[config.mk]
export PLATFORM = sky130hd
export DESIGN_NAME = hill_cipher_3x3_decrypt
export DESIGN_NICKNAME = d
export VERILOG_FILES = /design/src/rtl/hc3_pkg.sv /design/src/rtl/hc3_mac.sv /design/src/rtl/hc3_ctrl.sv /design/src/rtl/hill_cipher_3x3_decrypt.sv
export SDC_FILE = /design/constraint.sdc
export NUM_CORES = 1
export LEC_CHECK = 0
export BUFFER_PORTS_ARGS = -buffer_cell sky130_fd_sc_hd__buf_2
export CORE_AREA = 2 2 157 159
export CTS_BUF_LIST = sky130_fd_sc_hd__clkbuf_8
export DETAILED_ROUTE_END_ITERATION = 7
export DIE_AREA = 0 0 159 161
export HOLD_SLACK_MARGIN = 0.15
export PLACE_DENSITY = 0.85
export REMOVE_ABC_BUFFERS = 1
export SKIP_LAST_GASP = 1
export SYNTH_ARGS = -nofsm -noshare
export SYNTH_HDL_FRONTEND = slang
export SYNTH_HIERARCHICAL = 1
export SYNTH_SLANG_ARGS = --single-unit
[constraint.sdc]
create_clock -name clock -period 10.7 [get_ports clock]
set_input_delay 1.07 -clock clock [delete_from_list [all_inputs] [get_ports clock]]
set_output_delay 1.07 -clock clock [all_outputs]
set_load 0.01 [all_outputs]
[src/rtl/hc3_pkg.sv]
package hc3_pkg;

   localparam int Letters   = 26;
   localparam int GroupSize = 3;
   localparam int KeyRows   = 3;
   localparam int KeyCells  = KeyRows * GroupSize;
   localparam int RowWidth  = 15;

   typedef logic [4:0] letter_type;
   typedef logic [3:0] kidx_type;
   typedef logic [1:0] csr_idx_type;

   localparam letter_type PadLetter = 5'd25;
   localparam letter_type LastLetter = 5'd25;

   // Configuration register indexes.
   localparam csr_idx_type CsrKeyRow0 = 2'd0;
   localparam csr_idx_type CsrKeyRow1 = 2'd1;
   localparam csr_idx_type CsrKeyRow2 = 2'd2;

   typedef struct packed {
      logic       en;
      logic       clr;
      logic       neg;
      letter_type a;
      letter_type b;
   } mac_cmd_type;

   typedef struct packed {
      kidx_type a1;
      kidx_type b1;
      kidx_type a2;
      kidx_type b2;
   } cof_ops_type;

   function automatic letter_type reduce_letter(input logic [4:0] v);
      return (v >= 5'd26) ? v - 5'd26 : v;
   endfunction

   function automatic letter_type neg26(input letter_type v);
      return (v == 5'd0) ? 5'd0 : 5'd26 - v;
   endfunction

   // Reduces a value below 26*26 by conditional subtraction of 26 times 16, 8, 4, 2, 1.
   function automatic letter_type mod26_small(input logic [9:0] v);
      logic [9:0] r;
      r = v;
      if (r >= 10'd416) r = r - 10'd416;
      if (r >= 10'd208) r = r - 10'd208;
      if (r >= 10'd104) r = r - 10'd104;
      if (r >= 10'd52)  r = r - 10'd52;
      if (r >= 10'd26)  r = r - 10'd26;
      return r[4:0];
   endfunction

   // Cofactor n = 3*i+j is k[a1]*k[b1] - k[a2]*k[b2].
   function automatic cof_ops_type cof_ops(input kidx_type n);
      cof_ops_type o;
      case (n)
         4'd0:    o = '{4'd4, 4'd8, 4'd5, 4'd7};
         4'd1:    o = '{4'd5, 4'd6, 4'd3, 4'd8};
         4'd2:    o = '{4'd3, 4'd7, 4'd4, 4'd6};
         4'd3:    o = '{4'd2, 4'd7, 4'd1, 4'd8};
         4'd4:    o = '{4'd0, 4'd8, 4'd2, 4'd6};
         4'd5:    o = '{4'd1, 4'd6, 4'd0, 4'd7};
         4'd6:    o = '{4'd1, 4'd5, 4'd2, 4'd4};
         4'd7:    o = '{4'd2, 4'd3, 4'd0, 4'd5};
         4'd8:    o = '{4'd0, 4'd4, 4'd1, 4'd3};
         default: o = '{4'd0, 4'd0, 4'd0, 4'd0};
      endcase
      return o;
   endfunction

   function automatic kidx_type transpose_idx(input kidx_type n);
      kidx_type t;
      case (n)
         4'd0:    t = 4'd0;
         4'd1:    t = 4'd3;
         4'd2:    t = 4'd6;
         4'd3:    t = 4'd1;
         4'd4:    t = 4'd4;
         4'd5:    t = 4'd7;
         4'd6:    t = 4'd2;
         4'd7:    t = 4'd5;
         4'd8:    t = 4'd8;
         default: t = 4'd0;
      endcase
      return t;
   endfunction

endpackage

[src/rtl/hc3_mac.sv]
module hc3_mac (
   input  logic                clock,
   input  hc3_pkg::mac_cmd_type cmd,
   output hc3_pkg::letter_type  sum
);
   import hc3_pkg::*;

   letter_type acc_ff;
   letter_type acc_in;
   letter_type b_eff;
   logic [9:0] prod;
   logic [9:0] total;

   always_comb begin
      b_eff  = cmd.neg ? neg26(cmd.b) : cmd.b;
      prod   = 10'(cmd.a) * 10'(b_eff);
      total  = prod + (cmd.clr ? 10'd0 : 10'(acc_ff));
      acc_in = mod26_small(total);
   end

   assign sum = acc_in;

   always_ff @(posedge clock) begin
      if (cmd.en) begin
         acc_ff <= acc_in;
      end
   end

endmodule

[src/rtl/hc3_ctrl.sv]
module hc3_ctrl (
   input  logic                                   clock,
   input  logic                                   reset,
   input  logic                                   key_write,
   input  hc3_pkg::letter_type [hc3_pkg::KeyCells-1:0] key_letters,
   input  logic                                   req_valid,
   output logic                                   req_ready,
   input  logic [4:0]                             req_cipher_letter,
   input  logic                                   req_message_end,
   output logic                                   rsp_valid,
   input  logic                                   rsp_ready,
   output logic [4:0]                             rsp_plain_letter,
   output logic                                   rsp_group_last,
   output logic                                   rsp_message_last,
   output logic                                   rsp_key_invalid,
   output hc3_pkg::mac_cmd_type                   mac_cmd,
   input  hc3_pkg::letter_type                    mac_sum
);
   import hc3_pkg::*;

   localparam logic [2:0] ST_IDLE = 3'd0;
   localparam logic [2:0] ST_COF  = 3'd1;
   localparam logic [2:0] ST_DET  = 3'd2;
   localparam logic [2:0] ST_SRCH = 3'd3;
   localparam logic [2:0] ST_INV  = 3'd4;
   localparam logic [2:0] ST_CALC = 3'd5;

   logic [2:0]  state_ff, state_in;
   logic [4:0]  idx_ff, idx_in;
   logic [1:0]  sub_ff, sub_in;
   logic [1:0]  held_count_ff, held_count_in;
   letter_type  held_ff [2];
   letter_type  held_in [2];
   letter_type  item_letter_ff, item_letter_in;
   logic        item_end_ff, item_end_in;
   letter_type  cof_ff [KeyCells];
   letter_type  cof_in [KeyCells];
   letter_type  inv_ff [KeyCells];
   letter_type  inv_in [KeyCells];
   letter_type  det_ff, det_in;
   letter_type  dinv_ff, dinv_in;
   logic        inverse_ready_ff, inverse_ready_in;
   logic        key_bad_ff, key_bad_in;
   logic        rsp_valid_ff, rsp_valid_in;
   letter_type  rsp_plain_letter_ff, rsp_plain_letter_in;
   logic        rsp_group_last_ff, rsp_group_last_in;
   logic        rsp_message_last_ff, rsp_message_last_in;
   logic        rsp_key_invalid_ff, rsp_key_invalid_in;

   letter_type  in_letter;
   letter_type  p_sel;
   letter_type  p0, p1, p2;
   kidx_type    inv_idx;
   kidx_type    sub_idx;
   cof_ops_type ops;
   logic        out_free;
   logic        hold_item;
   logic [1:0]  col;

   always_comb begin
      state_in            = state_ff;
      idx_in              = idx_ff;
      sub_in              = sub_ff;
      held_count_in       = held_count_ff;
      held_in             = held_ff;
      item_letter_in      = item_letter_ff;
      item_end_in         = item_end_ff;
      cof_in              = cof_ff;
      inv_in              = inv_ff;
      det_in              = det_ff;
      dinv_in             = dinv_ff;
      inverse_ready_in    = inverse_ready_ff;
      key_bad_in          = key_bad_ff;
      rsp_valid_in        = rsp_valid_ff;
      rsp_plain_letter_in = rsp_plain_letter_ff;
      rsp_group_last_in   = rsp_group_last_ff;
      rsp_message_last_in = rsp_message_last_ff;
      rsp_key_invalid_in  = rsp_key_invalid_ff;
      mac_cmd             = '0;

      in_letter = reduce_letter(req_cipher_letter);
      out_free  = !rsp_valid_ff || rsp_ready;
      hold_item = (held_count_ff != 2'd2) && !item_end_ff;
      col       = idx_ff[1:0];
      sub_idx   = {2'b00, sub_ff};
      ops       = cof_ops(idx_ff[3:0]);
      inv_idx   = ({2'b00, sub_ff} << 1) + {2'b00, sub_ff} + {2'b00, col};

      // The group vector: held letters first, then the closing letter, then padding.
      p0 = (held_count_ff == 2'd0) ? item_letter_ff : held_ff[0];
      p1 = (held_count_ff == 2'd0) ? PadLetter :
           (held_count_ff == 2'd1) ? item_letter_ff : held_ff[1];
      p2 = (held_count_ff == 2'd2) ? item_letter_ff : PadLetter;
      case (sub_ff)
         2'd0:    p_sel = p0;
         2'd1:    p_sel = p1;
         default: p_sel = p2;
      endcase

      if (rsp_valid_ff && rsp_ready) begin
         rsp_valid_in = 1'b0;
      end
      if (key_write) begin
         inverse_ready_in = 1'b0;
      end

      case (state_ff)
         ST_IDLE: begin
            if (req_valid) begin
               if (inverse_ready_ff && held_count_ff != 2'd2 && !req_message_end) begin
                  held_in[held_count_ff[0]] = in_letter;
                  held_count_in             = held_count_ff + 2'd1;
               end else begin
                  item_letter_in = in_letter;
                  item_end_in    = req_message_end;
                  idx_in         = 5'd0;
                  sub_in         = 2'd0;
                  state_in       = inverse_ready_ff ? ST_CALC : ST_COF;
               end
            end
         end
         ST_COF: begin
            mac_cmd.en = 1'b1;
            if (sub_ff == 2'd0) begin
               mac_cmd.clr = 1'b1;
               mac_cmd.a   = key_letters[ops.a1];
               mac_cmd.b   = key_letters[ops.b1];
               sub_in      = 2'd1;
            end else begin
               mac_cmd.neg           = 1'b1;
               mac_cmd.a             = key_letters[ops.a2];
               mac_cmd.b             = key_letters[ops.b2];
               cof_in[idx_ff[3:0]]   = mac_sum;
               sub_in                = 2'd0;
               if (idx_ff == 5'(KeyCells - 1)) begin
                  idx_in   = 5'd0;
                  state_in = ST_DET;
               end else begin
                  idx_in = idx_ff + 5'd1;
               end
            end
         end
         ST_DET: begin
            mac_cmd.en  = 1'b1;
            mac_cmd.clr = (sub_ff == 2'd0);
            mac_cmd.a   = key_letters[sub_idx];
            mac_cmd.b   = cof_ff[sub_idx];
            if (sub_ff == 2'd2) begin
               det_in   = mac_sum;
               sub_in   = 2'd0;
               idx_in   = 5'd1;
               state_in = ST_SRCH;
            end else begin
               sub_in = sub_ff + 2'd1;
            end
         end
         ST_SRCH: begin
            // Trial multiplication of the determinant by each candidate inverse.
            mac_cmd.en  = 1'b1;
            mac_cmd.clr = 1'b1;
            mac_cmd.a   = det_ff;
            mac_cmd.b   = idx_ff;
            if (mac_sum == 5'd1) begin
               dinv_in    = idx_ff;
               key_bad_in = 1'b0;
               idx_in     = 5'd0;
               state_in   = ST_INV;
            end else if (idx_ff == LastLetter) begin
               dinv_in    = 5'd0;
               key_bad_in = 1'b1;
               idx_in     = 5'd0;
               state_in   = ST_INV;
            end else begin
               idx_in = idx_ff + 5'd1;
            end
         end
         ST_INV: begin
            mac_cmd.en          = 1'b1;
            mac_cmd.clr         = 1'b1;
            mac_cmd.a           = dinv_ff;
            mac_cmd.b           = cof_ff[transpose_idx(idx_ff[3:0])];
            inv_in[idx_ff[3:0]] = mac_sum;
            if (idx_ff == 5'(KeyCells - 1)) begin
               inverse_ready_in = 1'b1;
               idx_in           = 5'd0;
               sub_in           = 2'd0;
               if (hold_item) begin
                  held_in[held_count_ff[0]] = item_letter_ff;
                  held_count_in             = held_count_ff + 2'd1;
                  state_in                  = ST_IDLE;
               end else begin
                  state_in = ST_CALC;
               end
            end else begin
               idx_in = idx_ff + 5'd1;
            end
         end
         ST_CALC: begin
            mac_cmd.clr = (sub_ff == 2'd0);
            mac_cmd.a   = p_sel;
            mac_cmd.b   = inv_ff[inv_idx];
            if (sub_ff == 2'd2) begin
               // The last product of a column waits here until the output word is free.
               if (out_free) begin
                  mac_cmd.en          = 1'b1;
                  rsp_valid_in        = 1'b1;
                  rsp_plain_letter_in = key_bad_ff ? 5'd0 : mac_sum;
                  rsp_group_last_in   = (col == 2'd2);
                  rsp_message_last_in = (col == 2'd2) && item_end_ff;
                  rsp_key_invalid_in  = key_bad_ff;
                  sub_in              = 2'd0;
                  if (col == 2'd2) begin
                     held_count_in = 2'd0;
                     idx_in        = 5'd0;
                     state_in      = ST_IDLE;
                  end else begin
                     idx_in = idx_ff + 5'd1;
                  end
               end
            end else begin
               mac_cmd.en = 1'b1;
               sub_in     = sub_ff + 2'd1;
            end
         end
         default: begin
            state_in = ST_IDLE;
         end
      endcase
   end

   always_ff @(posedge clock) begin
      if (reset) begin
         state_ff         <= ST_IDLE;
         held_count_ff    <= 2'd0;
         inverse_ready_ff <= 1'b0;
         key_bad_ff       <= 1'b0;
         rsp_valid_ff     <= 1'b0;
      end else begin
         state_ff         <= state_in;
         held_count_ff    <= held_count_in;
         inverse_ready_ff <= inverse_ready_in;
         key_bad_ff       <= key_bad_in;
         rsp_valid_ff     <= rsp_valid_in;
      end
   end

   always_ff @(posedge clock) begin
      idx_ff              <= idx_in;
      sub_ff              <= sub_in;
      held_ff             <= held_in;
      item_letter_ff      <= item_letter_in;
      item_end_ff         <= item_end_in;
      cof_ff              <= cof_in;
      inv_ff              <= inv_in;
      det_ff              <= det_in;
      dinv_ff             <= dinv_in;
      rsp_plain_letter_ff <= rsp_plain_letter_in;
      rsp_group_last_ff   <= rsp_group_last_in;
      rsp_message_last_ff <= rsp_message_last_in;
      rsp_key_invalid_ff  <= rsp_key_invalid_in;
   end

   assign req_ready        = (state_ff == ST_IDLE);
   assign rsp_valid        = rsp_valid_ff;
   assign rsp_plain_letter = rsp_plain_letter_ff;
   assign rsp_group_last   = rsp_group_last_ff;
   assign rsp_message_last = rsp_message_last_ff;
   assign rsp_key_invalid  = rsp_key_invalid_ff;

`ifndef ASSERT_OFF
   a_bad_key_zero: assert property (@(posedge clock) disable iff (reset)
      rsp_valid_ff && rsp_key_invalid_ff |-> rsp_plain_letter_ff == 5'd0)
      else $error("word with invalid key carries a nonzero letter");

   a_held_range: assert property (@(posedge clock) disable iff (reset)
      held_count_ff != 2'd3)
      else $error("held letter count overflowed");

   a_msg_on_group_end: assert property (@(posedge clock) disable iff (reset)
      rsp_valid_ff && rsp_message_last_ff |-> rsp_group_last_ff)
      else $error("message end flagged away from a group end");

   a_calc_needs_inverse: assert property (@(posedge clock) disable iff (reset)
      state_ff == ST_CALC |-> inverse_ready_ff)
      else $error("decrypting without a derived inverse key");

   a_group_clears_count: assert property (@(posedge clock) disable iff (reset)
      state_ff == ST_CALC && state_in == ST_IDLE |=> held_count_ff == 2'd0)
      else $error("held count not cleared after a group");
`endif

endmodule

[src/rtl/hill_cipher_3x3_decrypt.sv]
// Channel   Direction  Handshake                Payload
// req       in         req_valid / req_ready    req_cipher_letter, req_message_end
// rsp       out        rsp_valid / rsp_ready    rsp_plain_letter, rsp_group_last,
//                                               rsp_message_last, rsp_key_invalid
// csr       in         csr_wr_en (no wait)      csr_index, csr_wdata
//
// A letter that only joins a group is held until the group closes. A letter that closes a group
// is accepted and then takes nine passes of the shared mod-26 multiply-accumulate unit, three
// per output word; the output side can stall the last pass of each word.
// The first letter after reset or a key write also pays for the inverse-key derivation on
// the same unit: cofactors, determinant, a search for the inverse of the determinant, adjugate.
// Reset is synchronous and active high; a stalled output word stalls the unit, not the key.
module hill_cipher_3x3_decrypt (
   input  logic        clock,
   input  logic        reset,
   input  logic        req_valid,
   output logic        req_ready,
   input  logic [4:0]  req_cipher_letter,
   input  logic        req_message_end,
   output logic        rsp_valid,
   input  logic        rsp_ready,
   output logic [4:0]  rsp_plain_letter,
   output logic        rsp_group_last,
   output logic        rsp_message_last,
   output logic        rsp_key_invalid,
   input  logic        csr_wr_en,
   input  logic [1:0]  csr_index,
   input  logic [14:0] csr_wdata
);
   import hc3_pkg::*;

   logic [RowWidth-1:0]       key_row_ff [KeyRows];
   logic [RowWidth-1:0]       key_row_in [KeyRows];
   letter_type [KeyCells-1:0] key_letters;
   logic                      key_write;
   mac_cmd_type               mac_cmd;
   letter_type                mac_sum;

   always_comb begin
      key_row_in = key_row_ff;
      key_write  = 1'b0;
      if (csr_wr_en) begin
         case (csr_index)
            CsrKeyRow0: begin
               key_row_in[0] = csr_wdata;
               key_write     = 1'b1;
            end
            CsrKeyRow1: begin
               key_row_in[1] = csr_wdata;
               key_write     = 1'b1;
            end
            CsrKeyRow2: begin
               key_row_in[2] = csr_wdata;
               key_write     = 1'b1;
            end
            default: begin
               key_write = 1'b0;
            end
         endcase
      end
   end

   always_ff @(posedge clock) begin
      if (reset) begin
         for (int r = 0; r < KeyRows; r++) begin
            key_row_ff[r] <= '0;
         end
      end else begin
         key_row_ff <= key_row_in;
      end
   end

   always_comb begin
      for (int r = 0; r < KeyRows; r++) begin
         for (int c = 0; c < GroupSize; c++) begin
            key_letters[r * GroupSize + c] = reduce_letter(key_row_ff[r][5 * c +: 5]);
         end
      end
   end

   hc3_mac u_mac (
      .clock (clock),
      .cmd   (mac_cmd),
      .sum   (mac_sum)
   );

   hc3_ctrl u_ctrl (
      .clock             (clock),
      .reset             (reset),
      .key_write         (key_write),
      .key_letters       (key_letters),
      .req_valid         (req_valid),
      .req_ready         (req_ready),
      .req_cipher_letter (req_cipher_letter),
      .req_message_end   (req_message_end),
      .rsp_valid         (rsp_valid),
      .rsp_ready         (rsp_ready),
      .rsp_plain_letter  (rsp_plain_letter),
      .rsp_group_last    (rsp_group_last),
      .rsp_message_last  (rsp_message_last),
      .rsp_key_invalid   (rsp_key_invalid),
      .mac_cmd           (mac_cmd),
      .mac_sum           (mac_sum)
   );

endmodule
# Word level (Yosys, flattened, before mapping)
# Memory sizes are Yosys's and may differ from the RTL's. A register that Yosys moved wholly into a read port is not among the register bits.
# Cells that the tools add are included.
# Widths: inputs -> output; s select.
# totals
reg_bits	189
romBits	288
mem_count	2
# mem_list
name	words	word_bits	rd	rd_ports_with_merged_regs	write_ports	line_no	text
(no name shown)	16	14	1	1	0	hc3_pkg.sv:59	case (n)
(no name shown)	16	4	1	1	0	hc3_pkg.sv:76	case (n)
# op_classes
n_addsub	22
multipliers	1
order_cmp	27
eq_ne	29
n_mux	120
n_bitwise	7
n_reduce_logical	36
# op_table
operator	n
$mux 5	43
$bmux 5 s4	7
$bwmux 45	2
$mux 10	9
$ge 5x5->1 const B	14
$sub 5x5->5 const B	11
$pmux 10 s5	1
$mux 3	13
$pmux 5 s6	1
$mux 2	13
$bwmux 10	2
$demux 5 s4	1
$lt 4x5->1 const B	4
$pmux 10 s2	1
$pmux 3 s6	1
$mux 1	17
$ne 2x1->1 const B	8
$not 4->5	3
$mux 4	3
$reduce_and 2->1	6
$add 10x10->10	1
$bmux 5 s2	1
$ge 10x5->1 const B	1
$ge 10x6->1 const B	1
other kinds (53)	78

# Longest topological paths before layout
# logic_depth
depth_word	26
mapped_depth	54
ltp_nobuf	52

# Modules after synthesis
# The synthesis kept the hierarchy.
# by_module_without_submodules
module	instances	cells_per_inst	area_each_um2
hc3_ctrl	1	694	8928.6
hc3_mac	1	334	2605.0
hill_cipher_3x3_decrypt	1	327	2411.1

# Least setup slack after synthesis
# No wires, ideal clock.
# synth_path
path_type	register to register
from	register u_ctrl.idx_ff[1]
to	register, netlist name u_ctrl/ops[1]
arrival_ns	11.477
required_ns	10.575
path_slack_ns	-0.902
stages_incl_launch_ff	47
path_buffers	3
path_cell_list	edfxtp_1 > fa_1 > ha_1 > fa_1 > buf_1 > mux2i_1 > nor2_1 > a31oi_1 > nor2_1 > a221oi_1 > o21ai_0 > inv_1 > ha_1 > nor4b_1 > nor2_1 > and2_1 > fa_1 > inv_1 > [... 11 more ...] > o21ai_2 > a221oi_4 > and2_1 > o2111ai_2 > nand3_1 > o21ai_0 > o211ai_1 > buf_2 > o21ai_0 > a221oi_1 > or4b_4 > o211ai_2 > and2_1 > buf_6 > or2_4 > o221ai_4 > mux2i_1 > o22ai_1
# synth_rtl
item	line_no	text
from (decl)	hc3_ctrl.sv:29	logic [4:0] idx_ff, idx_in;
from (signal assigned)	hc3_ctrl.sv:248	idx_ff <= idx_in;

==> out/qor.txt <==
=====================================================================================
Run status                                                               finished with violations
Violations in the final reports                                          negative setup slack
Number of clock sinks seen by CTS                                                 206
Timing-limited maximum frequency                                           0.0880 GHz
Die W                                                                          159 um
Layout cells sized above 1                                                      35.5%
Die Height                                                                     161 um
ANT nets after route                                                                0
Switching share of power                                                        45.2%
Clock latency reported for the late side of the worst-skew pair               0.57 ns
Maximum number of buffers from clock root to sink                                   3
Fraction of the core area covered by cells at the end of the flow               73.7%
Most frequent standard cell in the layout excluding fill and tap cells   sky130_fd_sc_hd__buf_4
Number of port buffers                                                             37
CP peak stage delay                                                           0.60 ns
Number of hold violations in the final report                                       0
Via count of the first global-routing pass                                      12100
Most used flip-flop cell after synthesis                                 sky130_fd_sc_hd__edfxtp_1
Most prevalent standard cell on the critical path                        sky130_fd_sc_hd__fa_1
Post-synthesis average cell area                                           10.3 sq um
Unrepaired setup endpoints after global routing                                  true
Peak supply drop                                                             0.546 mV
Global-route wire length before repair                                       62100 um
Detailed-route via count                                                        12800
Root buffer selected by CTS                                              sky130_fd_sc_hd__clkbuf_8
Cell Count Post-Placement                                                        1840
Final setup skew                                                            0.0440 ns
Sort of element at the end of the critical path                                  flop
Pre-CTS WS                                                                  -0.544 ns
DPL Wire Length                                                              27000 um
Endpoint of the worst register-to-register path                          u_ctrl/ops[13]
Pin slew with the least headroom to its limit                                 1.24 ns
Total cell area at the placement stage                                    15700 sq um
Switching Power                                                               3.04 mW
Worst hold slack                                                             0.477 ns
Async set-or-reset flop fraction in the synthesized netlist                        0%
Mean number of vias per cell                                                     6.53
Placer congestion estimate                                                      0.958
I/O pin count                                                                      38
1st-iter DRT viols                                                               1739
Final critical-path required period                                          11.36 ns
Maximum fanout encountered on the critical timing path                              8
Timing endpoint of the critical path                                     u_ctrl/ops[13]
CTS H-Tree Depth                                                                    2
Commonest cells after routing, fill and taps aside                       sky130_fd_sc_hd__buf_4 (218), sky130_fd_sc_hd__nand2_1 (147), sky130_fd_sc_hd__edfxtp_1 (136), sky130_fd_sc_hd__a21oi_1 (89), sky130_fd_sc_hd__inv_1 (75)
Max-slew headroom at the worst pin                                              16.6%
Start point of the critical path                                         u_ctrl/idx_ff[1]
Internal power                                                                3.68 mW
Combinational fraction of design power                                          65.8%
CTS tree                                                                         done
Master of the slowest instance on the critical path                      sky130_fd_sc_hd__fa_1
DRT Pass-1 Iters                                                                    6
Global routing usage summed across all routing layers                           29.9%
Congestion Overflow GR                                                              0
Non-filler cells in the finished layout                                          1955
Data required time at the worst endpoint                                     11.12 ns
PnR worst setup slack                                                       -0.663 ns
Power Density                                                             380 nW/um^2
Placeable Area                                                            24000 sq um
Wirelength, routed                                                           42800 um
Initial Utilization                                                             58.2%
Part of the cycle the worst path needs                                           106%
Synth Register Bits                                                               206
Clock buffer count from CTS                                                        35
Routed wire length per instance                                               21.9 um
Number of fill cells in the layout                                               1530
CP arrival                                                                   11.78 ns
Startpoint-to-endpoint class of the critical path                          reg -> reg
Maxcap violations                                                                   0
Hold buffer count at CTS                                                            0
Leak Pwr                                                                      6.80 nW
Number of synthesized flops with an enable pin                                    136
Area of the mapped netlist                                                13900 sq um
Maximum number of pins on one net before global-route repair                       54
Sequential cell fraction of total power                                         23.6%
Source of the worst register-to-register timing path                     u_ctrl/idx_ff[1]
Number of different library cells in the post-synthesis netlist                    98
Class of the tightest hold or removal check                                reg -> reg
Number of cells traversed by the worst register-to-register path                   46
Total number of yosys warnings                                                      6
Kind of launch point of the worst setup path                                     flop
Number of max-slew violations in the final report                                   0
Final Net Count                                                                  1698
Number of cells produced by synthesis                                            1355
Summed area of non-filler cells in the final layout                       17700 sq um
Share of the yosys chip area belonging to registers                             39.3%
Fraction of power consumed by the clock network                                 10.6%
Full die area                                                             25600 sq um
Final-report setup violation count                                                 27
Syn-to-layout area delta                                                        26.7%
Std-Cell Rows                                                                      57
Residual DRC                                                                        0
Number of antenna violations at the first check in global routing                   1
Register clock-pin slew on the reported worst setup and hold paths            0.06 ns
Slack of the worst reg-to-reg path                                           -0.66 ns
=====================================================================================
[critical path, delay by kind of cell, from the launching register on]
kind                       cells  cell delay, ns
adders and majority gates      8            3.33
AOI/OAI and AO/OA             13            3.00
and+or+nand+nor               14            2.94
buffers and inverters          8            0.86
muxes                          2            0.45
DFF                            1            0.43
xor gates and xnor gates       1            0.14
[power by group through the flow]
stage          Combinational (mW)  Sequential, mW  Clock (mW)
6_report                     4.42            1.59       0.711
5_1_grt                      4.63            1.60       0.752
4_1_cts                      3.73            1.58       0.715
3_5_place_dp                 3.37            1.60           0
3_3_place_gp                 3.26            1.59           0
2_1_floorplan                1.96            1.62           0
[how the worst min path moves through the flow]
stage | startpoint | to | slack, ns | cells after the start
2_1_floorplan | key_row_ff[28] | key_row_ff[28] | 0.45 | 2
3_3_place_gp | key_row_ff[8] | key_row_ff[8] | 0.47 | 2
3_5_place_dp | key_row_ff[18] | key_row_ff[18] | 0.47 | 2
4_1_cts | key_row_ff[18] | key_row_ff[18] | 0.48 | 2
5_1_grt | key_row_ff[33] | key_row_ff[33] | 0.51 | 2
6_report | key_row_ff[18] | key_row_ff[18] | 0.48 | 2
[metrics by stage]
step / total power, mW / setup TNS (ns)
2_1_floorplan: 3.58 / -44.20
3_3_place_gp: 4.84 / -0.579
3_5_place_dp: 4.96 / -6.40
4_1_cts: 6.03 / 0
5_1_grt: 6.98 / -19.57
6_report: 6.72 / -10.46
[kinds of logic after synthesis]
| family | count (synthesis) | synth area share, % |
|---|---|---|
| fa+ha+maj | 63 | 6.57 |
| flops | 206 | 39.3 |
| mux | 126 | 14.8 |
| compound gates | 380 | 19.0 |
| buf+inv | 156 | 4.75 |
| xor+xnor | 8 | 0.610 |
| simple gates | 416 | 15.0 |
[area by class of cell]
cell class	instances	area [sq um]	area share (%)
multi-input cells	994	8620	48.8
flip-flops and latches	206	5490	31.0
repair buffers	283	2150	12.2
clock buffers	37	509	2.88
well taps	324	405	2.29
inverters	87	332	1.88
clock inverters	23	171	0.970
diodes	1	2.50	0.0142
[state kept, by name (all words and copies together) (netlist names), 3 cells and up, named ones only]
name	cells
key_row_ff	45
u_ctrl/cof_ff	45
u_ctrl/inv_ff	45
u_ctrl/ops	14
u_ctrl/held_ff	10
u_ctrl/det_ff	5
u_ctrl/dinv_ff	5
u_ctrl/idx_ff	5
u_ctrl/item_letter_ff	5
u_ctrl/rsp_plain_letter	5
u_mac/acc_ff	5
u_ctrl/state_ff	3
[per-layer routing]
metal / track usage (%) / up-vias / part of all wire (%)
li1: - / 5610 / -
met2: 52.5 / 811 / 49
met4: 12.1 / 0 / 5.0
met5: 0 / - / 0
met3: 4.11 / 203 / 8.5
met1: 37.5 / 6149 / 37
[what timing repair did]
item	CTS	global route
setup buffers	29	26
resized for setup	94	104
cloned	1	1
pin swaps	50	56
endpoints found under the setup margin	26	34
[cell usage after synthesis, types with 5 or more instances]
cell                        count  share of area (%)
sky130_fd_sc_hd__mux4_2        62                 10
sky130_fd_sc_hd__a21boi_0      16               0.86
sky130_fd_sc_hd__and3_1         6               0.27
sky130_fd_sc_hd__nor2_1        71                1.9
sky130_fd_sc_hd__o21ai_1        5               0.18
sky130_fd_sc_hd__o31ai_1       21                1.1
sky130_fd_sc_hd__inv_1         87                2.3
sky130_fd_sc_hd__o211ai_1      15               0.81
sky130_fd_sc_hd__nand2b_1      13               0.58
sky130_fd_sc_hd__mux2i_1       45                3.2
sky130_fd_sc_hd__buf_1         16               0.43
sky130_fd_sc_hd__a221oi_1       9               0.57
sky130_fd_sc_hd__nor3_1        23               0.83
sky130_fd_sc_hd__mux2_2        19                1.5
sky130_fd_sc_hd__dfxtp_1       70                 10
sky130_fd_sc_hd__edfxtp_1     136                 29
sky130_fd_sc_hd__nand2_2       10               0.45
sky130_fd_sc_hd__nand3_1       17               0.61
sky130_fd_sc_hd__nand2_1      155                4.2
sky130_fd_sc_hd__and2_1        38                1.7
sky130_fd_sc_hd__clkbuf_1      26               0.70
sky130_fd_sc_hd__o221ai_1       6               0.38
sky130_fd_sc_hd__a221o_1        6               0.43
sky130_fd_sc_hd__o2111ai_1      5               0.31
sky130_fd_sc_hd__a22oi_1       11               0.59
sky130_fd_sc_hd__nor2_2         5               0.22
sky130_fd_sc_hd__buf_2         19               0.68
sky130_fd_sc_hd__fa_1          17                2.4
sky130_fd_sc_hd__o21a_1        34                1.8
sky130_fd_sc_hd__o21ai_0       72                2.6
sky130_fd_sc_hd__buf_6          6               0.48
sky130_fd_sc_hd__a31oi_1        9               0.40
sky130_fd_sc_hd__a21oi_1       94                3.4
sky130_fd_sc_hd__or3_1          5               0.22
sky130_fd_sc_hd__a21o_1         6               0.32
sky130_fd_sc_hd__or4_1          5               0.27
sky130_fd_sc_hd__o22ai_1       11               0.49
sky130_fd_sc_hd__nor2b_1       21               0.94
sky130_fd_sc_hd__ha_1          46                4.1
sky130_fd_sc_hd__a211oi_1       9               0.48
sky130_fd_sc_hd__nand4_1       10               0.45
Power figures use the tool's default switching activity.
